### config.mk
export PLATFORM = sky130hd
export DESIGN_NAME = route_update_coalescing_queue
export DESIGN_NICKNAME = d
export VERILOG_FILES = /design/src/design/rucq_pkg.sv /design/src/design/rucq_ram.sv /design/src/design/route_update_coalescing_queue.sv
export SDC_FILE = /design/constraint.sdc
export NUM_CORES = 2
export LEC_CHECK = 0
export BUFFER_PORTS_ARGS = -buffer_cell sky130_fd_sc_hd__buf_2
export CORE_MARGIN = 2
export CORE_UTILIZATION = 62
export DETAILED_ROUTE_END_ITERATION = 12
export PLACE_DENSITY_LB_ADDON = 0.05
export SETUP_SLACK_MARGIN = 0.02
export SYNTH_ARGS = -nofsm -noshare
export SYNTH_HDL_FRONTEND = slang
export SYNTH_SLANG_ARGS = --single-unit
### constraint.sdc
create_clock -name clk -period 12.3 [get_ports clk]
set_input_delay 2.46 -clock clk [delete_from_list [all_inputs] [get_ports clk]]
set_output_delay 2.46 -clock clk [all_outputs]
set_load 0.05 [all_outputs]
### src/design/rucq_pkg.sv
`default_nettype none
package rucq_pkg;

  typedef enum logic [1:0] {
    REQ_ADD,
    REQ_DEL,
    REQ_REPLACE,
    REQ_PUSH
  } req_t;

  typedef enum logic [1:0] {
    OP_ANNOUNCE,
    OP_WITHDRAW,
    OP_REPLACE,
    OP_NONE
  } op_t;

  typedef enum logic [1:0] {
    ST_OK,
    ST_ADD_DUP,
    ST_DEL_DUP,
    ST_FULL
  } st_t;

  // Kind of a queued entry; a replace holds an old half then a new half
  typedef enum logic [1:0] {
    K_ADD,
    K_DEL,
    K_OLD,
    K_NEW
  } kind_t;

  typedef enum logic [2:0] {
    S_IDLE,
    S_SEARCH,
    S_DECIDE,
    S_COMPACT,
    S_APPEND,
    S_PUSH_CHK,
    S_DRAIN,
    S_DR_END
  } state_t;

  typedef struct packed {
    req_t        req_type;
    logic [31:0] prefix_addr;
    logic [5:0]  prefix_len;
    logic [15:0] route_id;
    logic [15:0] attr_id;
    logic        from_ibgp;
    logic [15:0] old_route_id;
    logic [15:0] old_attr_id;
    logic        old_from_ibgp;
    logic        push_after;
  } in_item_t;

  typedef struct packed {
    op_t         op_kind;
    st_t         status;
    logic [31:0] out_prefix_addr;
    logic [5:0]  out_prefix_len;
    logic [15:0] out_route_id;
    logic        out_ibgp;
    logic [15:0] out_old_route_id;
    logic        out_old_ibgp;
    logic [15:0] group_attr_id;
    logic        packet_last;
    logic        last;
  } out_item_t;

endpackage
`default_nettype wire

### src/design/rucq_ram.sv
`default_nettype none
module rucq_ram #(
  parameter int DEPTH = 16,
  parameter int WIDTH = 8
) (
  input  logic                     clk,
  input  logic                     wr_en,
  input  logic [$clog2(DEPTH)-1:0] wr_addr,
  input  logic [WIDTH-1:0]         wr_data,
  input  logic [$clog2(DEPTH)-1:0] rd_addr,
  output logic [WIDTH-1:0]         rd_data
);

  logic [WIDTH-1:0] mem [DEPTH];

  // Write one entry a cycle
  always_ff @(posedge clk) begin
    if (wr_en) begin
      mem[wr_addr] <= wr_data;
    end
  end

  // Registered read
  always_ff @(posedge clk) begin
    rd_data <= mem[rd_addr];
  end

endmodule
`default_nettype wire

### src/design/route_update_coalescing_queue.sv
`default_nettype none
// Route-update coalescing queue.
// Input: an item is taken on a rising edge with start high and busy low; busy
// stays high until all work for that item is done. Result items appear on
// out_item for one cycle with out_valid high; the receiver cannot hold them off.
// Each add, delete or replace request first scans the queue for its prefix
// through the single read port of the entry memory, then removes entries by an
// in-place compaction scan where the merge needs it, and appends up to two
// entries, one at a time. An error gives one status result and leaves the queue
// untouched. A push drains the queue packet by packet: each packet is one scan
// of the remaining entries, giving at most one result per cycle; the last
// result of a packet has packet_last set and the last result of the request has
// last set. Busy covers the search, any compaction and the appends, and each
// drain pass adds its own scan. The memory read port paces every scan. Reset
// empties the queue (the count goes to zero, the memory is not cleared) and
// drops any item in progress.
module route_update_coalescing_queue #(
  parameter int QUEUE_DEPTH = 16,
  parameter int HANDLE_BITS = 16
) (
  input  logic                 clk,
  input  logic                 rst_n,
  input  logic                 start,
  input  rucq_pkg::in_item_t   in_item,
  output logic                 busy,
  output logic                 out_valid,
  output rucq_pkg::out_item_t  out_item
);
  import rucq_pkg::*;

  localparam int AW = $clog2(QUEUE_DEPTH);
  localparam int CW = $clog2(QUEUE_DEPTH + 1);
  localparam logic [CW-1:0] FULL_C = CW'(QUEUE_DEPTH);
  localparam logic [CW-1:0] NEAR_C = CW'(QUEUE_DEPTH - 1);

  typedef struct packed {
    logic [37:0]            key;
    logic [15:0]            attr;
    logic [HANDLE_BITS-1:0] hdl;
    logic                   ibgp;
    kind_t                  kind;
  } ent_t;

  localparam int EW = $bits(ent_t);

  // Build one update result from an entry (and the old half of a replace)
  function automatic out_item_t mk_upd(op_t op, ent_t e, ent_t o, logic use_old,
                                       logic [15:0] ga);
    out_item_t   r;
    logic [47:0] hx;
    logic [47:0] ho;
    hx = 48'(e.hdl);
    ho = 48'(o.hdl);
    r = '0;
    r.op_kind         = op;
    r.status          = ST_OK;
    r.out_prefix_addr = e.key[37:6];
    r.out_prefix_len  = e.key[5:0];
    r.out_route_id    = hx[15:0];
    r.out_ibgp        = e.ibgp;
    r.out_old_route_id = use_old ? ho[15:0] : 16'd0;
    r.out_old_ibgp    = use_old ? o.ibgp : 1'b0;
    r.group_attr_id   = ga;
    return r;
  endfunction

  state_t      state_r, state_nxt;
  in_item_t    req_r, req_nxt;
  logic        push_r, push_nxt;
  logic [CW-1:0] cnt_r, cnt_nxt;
  logic [CW-1:0] rd_i_r, rd_i_nxt;
  logic        vld_r, vld_nxt;
  logic [AW-1:0] tag_r, tag_nxt;
  logic [CW-1:0] w_r, w_nxt;
  logic        found_r, found_nxt;
  logic [AW-1:0] f_r, f_nxt;
  ent_t        fent_r, fent_nxt;
  logic        rm_b_r, rm_b_nxt;
  logic [1:0]  app_n_r, app_n_nxt;
  ent_t        app0_r, app0_nxt;
  ent_t        app1_r, app1_nxt;
  logic [15:0] attr_r, attr_nxt;
  logic        have_attr_r, have_attr_nxt;
  logic        hold_vld_r, hold_vld_nxt;
  ent_t        hold_r, hold_nxt;
  logic        pend_vld_r, pend_vld_nxt;
  out_item_t   pend_r, pend_nxt;
  logic        out_valid_r, out_valid_nxt;
  out_item_t   out_r, out_nxt;

  logic          wr_en;
  logic [AW-1:0] wr_addr;
  ent_t          wr_ent;
  logic [AW-1:0] rd_addr;
  logic [EW-1:0] rd_data;
  ent_t          rd_ent;
  ent_t          new_e;
  ent_t          old_e;
  logic          scanning;
  logic          issue;
  logic          scan_done;
  logic          tag_has_next;
  logic          f_has_next;

  rucq_ram #(
    .DEPTH (QUEUE_DEPTH),
    .WIDTH (EW)
  ) u_ram (
    .clk     (clk),
    .wr_en   (wr_en),
    .wr_addr (wr_addr),
    .wr_data (wr_ent),
    .rd_addr (rd_addr),
    .rd_data (rd_data)
  );

  assign rd_ent = ent_t'(rd_data);

  // Form the entries the request would queue
  always_comb begin
    logic [47:0] rx;
    logic [47:0] ox;
    rx = {32'd0, req_r.route_id};
    ox = {32'd0, req_r.old_route_id};
    new_e.key  = {req_r.prefix_addr, req_r.prefix_len};
    new_e.attr = req_r.attr_id;
    new_e.hdl  = rx[HANDLE_BITS-1:0];
    new_e.ibgp = req_r.from_ibgp;
    new_e.kind = K_ADD;
    old_e.key  = {req_r.prefix_addr, req_r.prefix_len};
    old_e.attr = req_r.old_attr_id;
    old_e.hdl  = ox[HANDLE_BITS-1:0];
    old_e.ibgp = req_r.old_from_ibgp;
    old_e.kind = K_OLD;
  end

  // Scan engine: one read per cycle, data tagged with its index in the cycle after the read
  assign scanning = (state_r == S_SEARCH) || (state_r == S_COMPACT) ||
                    (state_r == S_DRAIN);
  assign issue        = scanning && (rd_i_r < cnt_r);
  assign rd_addr      = rd_i_r[AW-1:0];
  assign scan_done    = (rd_i_r >= cnt_r) && !vld_r;
  assign tag_has_next = (CW'(tag_r) + CW'(1)) < cnt_r;
  assign f_has_next   = (CW'(f_r) + CW'(1)) < cnt_r;

  // Sequencer: next state, memory writes and results
  always_comb begin
    st_t         st;
    logic        rm;
    logic        rmb;
    logic [1:0]  apn;
    ent_t        a0;
    ent_t        a1;
    logic        wf1;
    logic        full;
    logic        m;
    logic        emit;
    logic [15:0] ga;
    out_item_t   res;
    out_item_t   err;

    state_nxt     = state_r;
    req_nxt       = req_r;
    push_nxt      = push_r;
    cnt_nxt       = cnt_r;
    rd_i_nxt      = issue ? rd_i_r + CW'(1) : rd_i_r;
    vld_nxt       = issue;
    tag_nxt       = rd_i_r[AW-1:0];
    w_nxt         = w_r;
    found_nxt     = found_r;
    f_nxt         = f_r;
    fent_nxt      = fent_r;
    rm_b_nxt      = rm_b_r;
    app_n_nxt     = app_n_r;
    app0_nxt      = app0_r;
    app1_nxt      = app1_r;
    attr_nxt      = attr_r;
    have_attr_nxt = have_attr_r;
    hold_vld_nxt  = hold_vld_r;
    hold_nxt      = hold_r;
    pend_vld_nxt  = pend_vld_r;
    pend_nxt      = pend_r;
    out_valid_nxt = 1'b0;
    out_nxt       = out_r;
    wr_en         = 1'b0;
    wr_addr       = w_r[AW-1:0];
    wr_ent        = rd_ent;

    st   = ST_OK;
    rm   = 1'b0;
    rmb  = 1'b0;
    apn  = 2'd0;
    a0   = new_e;
    a1   = new_e;
    wf1  = 1'b0;
    full = cnt_r >= FULL_C;
    m    = 1'b0;
    emit = 1'b0;
    ga   = attr_r;
    res  = '0;
    err  = '0;

    case (state_r)
      S_IDLE: begin
        if (start) begin
          req_nxt  = in_item;
          push_nxt = in_item.push_after || (in_item.req_type == REQ_PUSH);
          rd_i_nxt = '0;
          vld_nxt  = 1'b0;
          found_nxt = 1'b0;
          state_nxt = (in_item.req_type == REQ_PUSH) ? S_PUSH_CHK : S_SEARCH;
        end
      end

      // Find the first entry with the request's prefix
      S_SEARCH: begin
        if (vld_r && !found_r && (rd_ent.key == new_e.key)) begin
          found_nxt = 1'b1;
          f_nxt     = tag_r;
          fent_nxt  = rd_ent;
        end
        if (scan_done) begin
          state_nxt = S_DECIDE;
        end
      end

      // Merge the request with what is queued
      S_DECIDE: begin
        case (req_r.req_type)
          REQ_ADD: begin
            if (!found_r) begin
              if (full) begin
                st = ST_FULL;
              end else begin
                apn = 2'd1;
              end
            end else if (fent_r.kind == K_ADD) begin
              st = ST_ADD_DUP;
            end else if (fent_r.kind == K_DEL) begin
              if (full) begin
                st = ST_FULL;
              end else begin
                rm      = 1'b1;
                apn     = 2'd2;
                a0      = fent_r;
                a0.kind = K_OLD;
                a1.kind = K_NEW;
              end
            end else begin
              wf1 = f_has_next;
            end
          end
          REQ_DEL: begin
            if (!found_r) begin
              if (full) begin
                st = ST_FULL;
              end else begin
                apn     = 2'd1;
                a0.kind = K_DEL;
              end
            end else if (fent_r.kind == K_ADD) begin
              rm = 1'b1;
            end else if (fent_r.kind == K_DEL) begin
              st = ST_DEL_DUP;
            end else begin
              rm      = 1'b1;
              rmb     = f_has_next;
              apn     = 2'd1;
              a0      = fent_r;
              a0.kind = K_DEL;
            end
          end
          REQ_REPLACE: begin
            if (!found_r) begin
              if (cnt_r >= NEAR_C) begin
                st = ST_FULL;
              end else begin
                apn     = 2'd2;
                a0      = old_e;
                a1.kind = K_NEW;
              end
            end else if (fent_r.kind == K_ADD) begin
              rm  = 1'b1;
              apn = 2'd1;
            end else if (fent_r.kind == K_DEL) begin
              st = ST_DEL_DUP;
            end else begin
              rm      = 1'b1;
              rmb     = f_has_next;
              apn     = 2'd2;
              a0      = fent_r;
              a0.kind = K_OLD;
              a1.kind = K_NEW;
            end
          end
          default: begin
            st = ST_OK;
          end
        endcase

        rm_b_nxt  = rmb;
        app_n_nxt = apn;
        app0_nxt  = a0;
        app1_nxt  = a1;
        if (st != ST_OK) begin
          err.op_kind   = OP_NONE;
          err.status    = st;
          err.last      = 1'b1;
          out_valid_nxt = 1'b1;
          out_nxt       = err;
          state_nxt     = S_IDLE;
        end else begin
          if (wf1) begin
            wr_en       = 1'b1;
            wr_addr     = f_r + AW'(1);
            wr_ent      = new_e;
            wr_ent.kind = K_NEW;
          end
          if (rm) begin
            rd_i_nxt  = '0;
            vld_nxt   = 1'b0;
            w_nxt     = '0;
            state_nxt = S_COMPACT;
          end else begin
            state_nxt = S_APPEND;
          end
        end
      end

      // Drop the matched entry (and its new half) by shifting the rest down
      S_COMPACT: begin
        if (vld_r) begin
          if (!((tag_r == f_r) || (rm_b_r && (tag_r == f_r + AW'(1))))) begin
            wr_en   = 1'b1;
            wr_addr = w_r[AW-1:0];
            wr_ent  = rd_ent;
            w_nxt   = w_r + CW'(1);
          end
        end
        if (scan_done) begin
          cnt_nxt   = w_r;
          state_nxt = S_APPEND;
        end
      end

      // Append up to two entries at the tail
      S_APPEND: begin
        if (app_n_r != 2'd0) begin
          wr_en     = 1'b1;
          wr_addr   = cnt_r[AW-1:0];
          wr_ent    = app0_r;
          cnt_nxt   = cnt_r + CW'(1);
          app0_nxt  = app1_r;
          app_n_nxt = app_n_r - 2'd1;
        end else begin
          state_nxt = S_PUSH_CHK;
        end
      end

      S_PUSH_CHK: begin
        if (push_r && (cnt_r != '0)) begin
          rd_i_nxt      = '0;
          vld_nxt       = 1'b0;
          w_nxt         = '0;
          have_attr_nxt = 1'b0;
          hold_vld_nxt  = 1'b0;
          pend_vld_nxt  = 1'b0;
          state_nxt     = S_DRAIN;
        end else begin
          state_nxt = S_IDLE;
        end
      end

      // One packet: emit entries of the group's attribute, compact the rest
      S_DRAIN: begin
        if (vld_r) begin
          if (hold_vld_r) begin
            m  = !have_attr_r || (rd_ent.attr == attr_r);
            ga = have_attr_r ? attr_r : rd_ent.attr;
            hold_vld_nxt = 1'b0;
            if (m) begin
              emit = 1'b1;
              res  = mk_upd(OP_REPLACE, rd_ent, hold_r, 1'b1, ga);
            end else begin
              wr_en   = 1'b1;
              wr_addr = w_r[AW-1:0] + AW'(1);
              wr_ent  = rd_ent;
              w_nxt   = w_r + CW'(2);
            end
          end else if ((rd_ent.kind == K_OLD) && tag_has_next) begin
            // Park the old half; write it ahead in case the pair is kept
            hold_nxt     = rd_ent;
            hold_vld_nxt = 1'b1;
            wr_en        = 1'b1;
            wr_addr      = w_r[AW-1:0];
            wr_ent       = rd_ent;
          end else begin
            m  = !have_attr_r || (rd_ent.attr == attr_r);
            ga = have_attr_r ? attr_r : rd_ent.attr;
            if (m) begin
              emit = 1'b1;
              res  = mk_upd((rd_ent.kind == K_DEL) ? OP_WITHDRAW : OP_ANNOUNCE,
                            rd_ent, rd_ent, 1'b0, ga);
            end else begin
              wr_en   = 1'b1;
              wr_addr = w_r[AW-1:0];
              wr_ent  = rd_ent;
              w_nxt   = w_r + CW'(1);
            end
          end
          if (!have_attr_r && !(hold_vld_nxt && !hold_vld_r)) begin
            attr_nxt      = ga;
            have_attr_nxt = 1'b1;
          end
          if (emit) begin
            if (pend_vld_r) begin
              out_valid_nxt = 1'b1;
              out_nxt       = pend_r;
            end
            pend_nxt     = res;
            pend_vld_nxt = 1'b1;
          end
        end
        if (scan_done) begin
          state_nxt = S_DR_END;
        end
      end

      // Close the packet and start the next one if entries remain
      S_DR_END: begin
        out_valid_nxt       = 1'b1;
        out_nxt             = pend_r;
        out_nxt.packet_last = 1'b1;
        out_nxt.last        = (w_r == '0);
        pend_vld_nxt        = 1'b0;
        cnt_nxt             = w_r;
        if (w_r != '0) begin
          rd_i_nxt      = '0;
          vld_nxt       = 1'b0;
          w_nxt         = '0;
          have_attr_nxt = 1'b0;
          hold_vld_nxt  = 1'b0;
          state_nxt     = S_DRAIN;
        end else begin
          state_nxt = S_IDLE;
        end
      end

      default: begin
        state_nxt = S_IDLE;
      end
    endcase
  end

  // Control registers
  always_ff @(posedge clk) begin
    if (!rst_n) begin
      state_r     <= S_IDLE;
      cnt_r       <= '0;
      vld_r       <= 1'b0;
      out_valid_r <= 1'b0;
      pend_vld_r  <= 1'b0;
      hold_vld_r  <= 1'b0;
      have_attr_r <= 1'b0;
      found_r     <= 1'b0;
      rd_i_r      <= '0;
      w_r         <= '0;
      app_n_r     <= 2'd0;
      push_r      <= 1'b0;
    end else begin
      state_r     <= state_nxt;
      cnt_r       <= cnt_nxt;
      vld_r       <= vld_nxt;
      out_valid_r <= out_valid_nxt;
      pend_vld_r  <= pend_vld_nxt;
      hold_vld_r  <= hold_vld_nxt;
      have_attr_r <= have_attr_nxt;
      found_r     <= found_nxt;
      rd_i_r      <= rd_i_nxt;
      w_r         <= w_nxt;
      app_n_r     <= app_n_nxt;
      push_r      <= push_nxt;
    end
  end

  // Payload registers
  always_ff @(posedge clk) begin
    req_r    <= req_nxt;
    tag_r    <= tag_nxt;
    f_r      <= f_nxt;
    fent_r   <= fent_nxt;
    rm_b_r   <= rm_b_nxt;
    app0_r   <= app0_nxt;
    app1_r   <= app1_nxt;
    attr_r   <= attr_nxt;
    hold_r   <= hold_nxt;
    pend_r   <= pend_nxt;
    out_r    <= out_nxt;
  end

  assign busy      = (state_r != S_IDLE);
  assign out_valid = out_valid_r;
  assign out_item  = out_r;

endmodule
`default_nettype wire

==> flow_metrics.tcl <==
set metrics [dict create \
    status "completed" \
    hp-class "register to register" \
    fmax_mhz 170.5 \
    grt_pass1_vias 36810 \
    r2r_cells 13 \
    grt_overflow 0 \
    crit_end "u_ram.mem[10][4]$_DFFE_PP_" \
    ant_nets 0 \
    post-cts-setup-buffers 0 \
    syn_inst 3593 \
    slew_violations 0 \
    reg2reg_to "u_ram.mem[10][4]$_DFFE_PP_" \
    cts_buffer_depth 3 \
    pin_count 206 \
    grt_max_degree 121 \
    num_rows 123 \
    viasPerCell 6.705 \
    power.leakage_nw 26.19 \
    hpwl_um 105500 \
    hold_viol_final 0 \
    max_slew_margin_pct 4.916 \
    endpoint_kind "register" \
    ys_ff_latch 1818 \
    start_util_pct 62.37 \
    cp_max_fo 38 \
    core_um2 112200 \
    yosysWarnings 0 \
    cts_made_buffers 175 \
    synth_cell_types 82 \
    finClkSkew_ns 0.03421 \
    drtIter0Drc 5127 \
    nFillCells 6933 \
    worstPathRequired_ns 12.70 \
    final_common_cell "edfxtp_1" \
    htreeDepth 4 \
    synth_flop_cell "edfxtp_1" \
    finalCriticalPeriod_ns 5.867 \
    cts-resized-gates 0 \
    io_buffers 205 \
    place_area_um2 72920 \
    final_nets 3974 \
    drive_above_1_share_pct 24.18 \
    ir_worst_vdd_v 0.0001590 \
    max_cap_viol_count 0 \
    finalPower_mw 14.30 \
    drt_pre_antenna_iters 7 \
    critPathArrivalTime_ns 6.27 \
    cp-start-kind "register" \
    tightest_slew_ns 1.413 \
    finalSetupViolCount 0 \
    timing.rr.start "f_r[0]$_DFFE_PP_" \
    die-height_um 339.9 \
    seq_area_frac_synth_pct 76.53 \
    cts_hold_buf 0 \
    postSynth.asyncResetShare_pct 0 \
    cts_root_buffer "clkbuf_16" \
    worstSetupPathType "register to register" \
    synth_area_um2 69970 \
    synth-edff-count 1714 \
    final_area_um2 78500 \
    drc 0 \
    startpoint "f_r[0]$_DFFE_PP_" \
    fin_tns_setup_ns 0 \
    clock-sinks 1818 \
    track_usage_pct 31.43 \
    vias 36800 \
    cts_tree "done" \
    wirelength_um 178700 \
    post-route-period-util_pct 47.70 \
    clk_pin_slew_ns 0.06 \
    clk-insertion-delay-late_ns 0.79 \
    die_w_um 339.9 \
    final_cell_mix "edfxtp_1, mux4_2, nand2_1, buf_2, and3_1" \
    p_per_area_nw_per_um2 182.2 \
    area_delta_synth_final_pct 12.19 \
    gp_congestion 0.9282 \
    wl_per_cell_um 32.55 \
    dieArea_um2 115600 \
    syn_area_per_cell_um2 19.47 \
    rsz0062_at_grt "false" \
    reg2reg_slack_ns 6.43 \
    synthesis.nets 3731 \
    grt_first_pass_wirelength_um 258900 \
    grt_antenna_before_repair 20 \
]
[where the power goes]
part           internal [mW]  leakage [nW]  switching [mW]
Combinational          0.455          6.97            1.10
Clock                   2.96          2.73            2.25
Sequential              7.27          16.5           0.274
[state kept, by name, summed over array words and instances (netlist names), 2 cells and up]
| name | count |
|---|---|
| attr_r | 16 |
| cnt_r | 5 |
| hold_r | 17 |
| rd_i_r | 5 |
| u_ram.mem | 1168 |
| app_n_r | 2 |
| f_r | 4 |
| state_r | 3 |
| tag_r | 4 |
| out_item | 94 |
| app1_r | 72 |
| req_r | 2 |
| app0_r | 73 |
| w_r | 5 |
| old_e | 33 |
| new_e | 71 |
| fent_r | 73 |
| pend_r | 90 |
| u_ram.rd_data | 73 |
[worst max-delay path, stage by stage, from the launching register on]
cell      delay [ns]
edfxtp_1        0.49
ha_1            0.30
xor2_1          0.30
ha_1            0.31
a21oi_1         0.15
o21ai_1         0.12
o21ai_2         0.35
mux2i_1         0.31
o21ai_0         0.14
o221ai_2        0.19
buf_4           0.37
nor4b_4         1.06
buf_4           0.59
buf_4           0.75
[how the worst min path moves through the flow]
stage                         start                to  slack, ns  depth (start not counted)
6_report       rd_i_r[3]$_SDFF_PN0_  tag_r[3]$_DFF_P_       0.47                          0
5_1_grt        rd_i_r[3]$_SDFF_PN0_  tag_r[3]$_DFF_P_       0.47                          0
4_1_cts        rd_i_r[3]$_SDFF_PN0_  tag_r[3]$_DFF_P_       0.47                          0
3_5_place_dp   rd_i_r[3]$_SDFF_PN0_  tag_r[3]$_DFF_P_       0.44                          0
3_3_place_gp   rd_i_r[3]$_SDFF_PN0_  tag_r[3]$_DFF_P_       0.44                          0
2_1_floorplan  rd_i_r[0]$_SDFF_PN0_  tag_r[0]$_DFF_P_       0.35                          0
[Yosys cell counts (4+ instances only)]
cell type     n  share of area, %
and2_1        8             0.072
o211ai_1      4             0.043
mux4_2      365                12
nand2b_1      4             0.036
a21oi_1      84              0.60
o21ai_0      20              0.14
a2bb2oi_1    17              0.21
nand3_1      27              0.19
buf_2        12             0.086
nor4_1       13              0.12
xor2_1       44              0.55
mux2i_1      10              0.14
or2_2         4             0.036
a22o_1       14              0.18
a21o_1        7             0.075
nor2b_1       5             0.045
edfxtp_1   1714                74
and3_1      183               1.6
a211oi_1      5             0.054
a22oi_1     103               1.1
o31ai_1       5             0.054
o21ai_1       7             0.050
nand4_1      13              0.12
a221oi_1     39              0.49
nor2_1      167              0.90
nor3_1        7             0.050
a31oi_1       4             0.036
mux2_2       16              0.26
o21a_1        7             0.075
ha_1         28              0.50
inv_1        19              0.10
buf_1        37              0.20
or3_1         5             0.045
nand2_1     225               1.2
xnor2_1      23              0.29
clkbuf_1    163              0.87
dfxtp_1     104               3.0
nor4b_2       6              0.13
[cells by family (layout without fill, tap and decap cells)]
| family | count (synthesis) | after routing | synth area share, % |
|---|---|---|---|
| XOR/XNOR | 69 | 69 | 0.9048 |
| adder cells (fa/ha/maj) | 28 | 28 | 0.5007 |
| other | 0 | 3 | 0 |
| buffers and inverters | 239 | 632 | 1.336 |
| AND/OR/NAND/NOR | 689 | 689 | 4.892 |
| flip-flops | 1818 | 1818 | 76.53 |
| multiplexers | 391 | 391 | 12.15 |
| AO/OA/AOI/OAI | 359 | 359 | 3.685 |
[per-layer routing]
layer / wire [um] / share of wire, % / GRT usage, % / vias to the layer above
met5: 76 / 0.043 / 0 / -
met4: 4375 / 2.4 / 8.951 / 12
met3: 18960 / 11 / 7.261 / 283
met2: 84730 / 47 / 48.43 / 2192
met1: 70520 / 39 / 46.05 / 19200
li1: - / - / - / 15120
[layout make-up]
cell class                 instances  area (um2)  area share (%)
inverter                          23       87.58          0.1116
antenna                            3       7.507        0.009563
timing repair buffer             282        1629           2.075
tap                             1500        1877           2.391
sequential                      1818       53570           68.24
clock buffer                     241        4863           6.196
multi-input combinational       1536       15760           20.07
clock inverter                    86       708.2          0.9022
[metrics by stage]
step / setup WS [ns] / util, % / cells / hold slack, ns
2_1_floorplan: 2.215 / - / 3593 / 0.3540
3_3_place_gp: 6.404 / 65.00 / 5159 / 0.4423
3_5_place_dp: 6.413 / 65.00 / 5159 / 0.4400
4_1_cts: 6.425 / 69.96 / 5486 / 0.4725
5_1_grt: 6.110 / 69.96 / 5486 / 0.4734
6_report: 6.433 / 69.97 / 5489 / 0.4710
No activity file was read; power rests on OpenSTA's default activity.
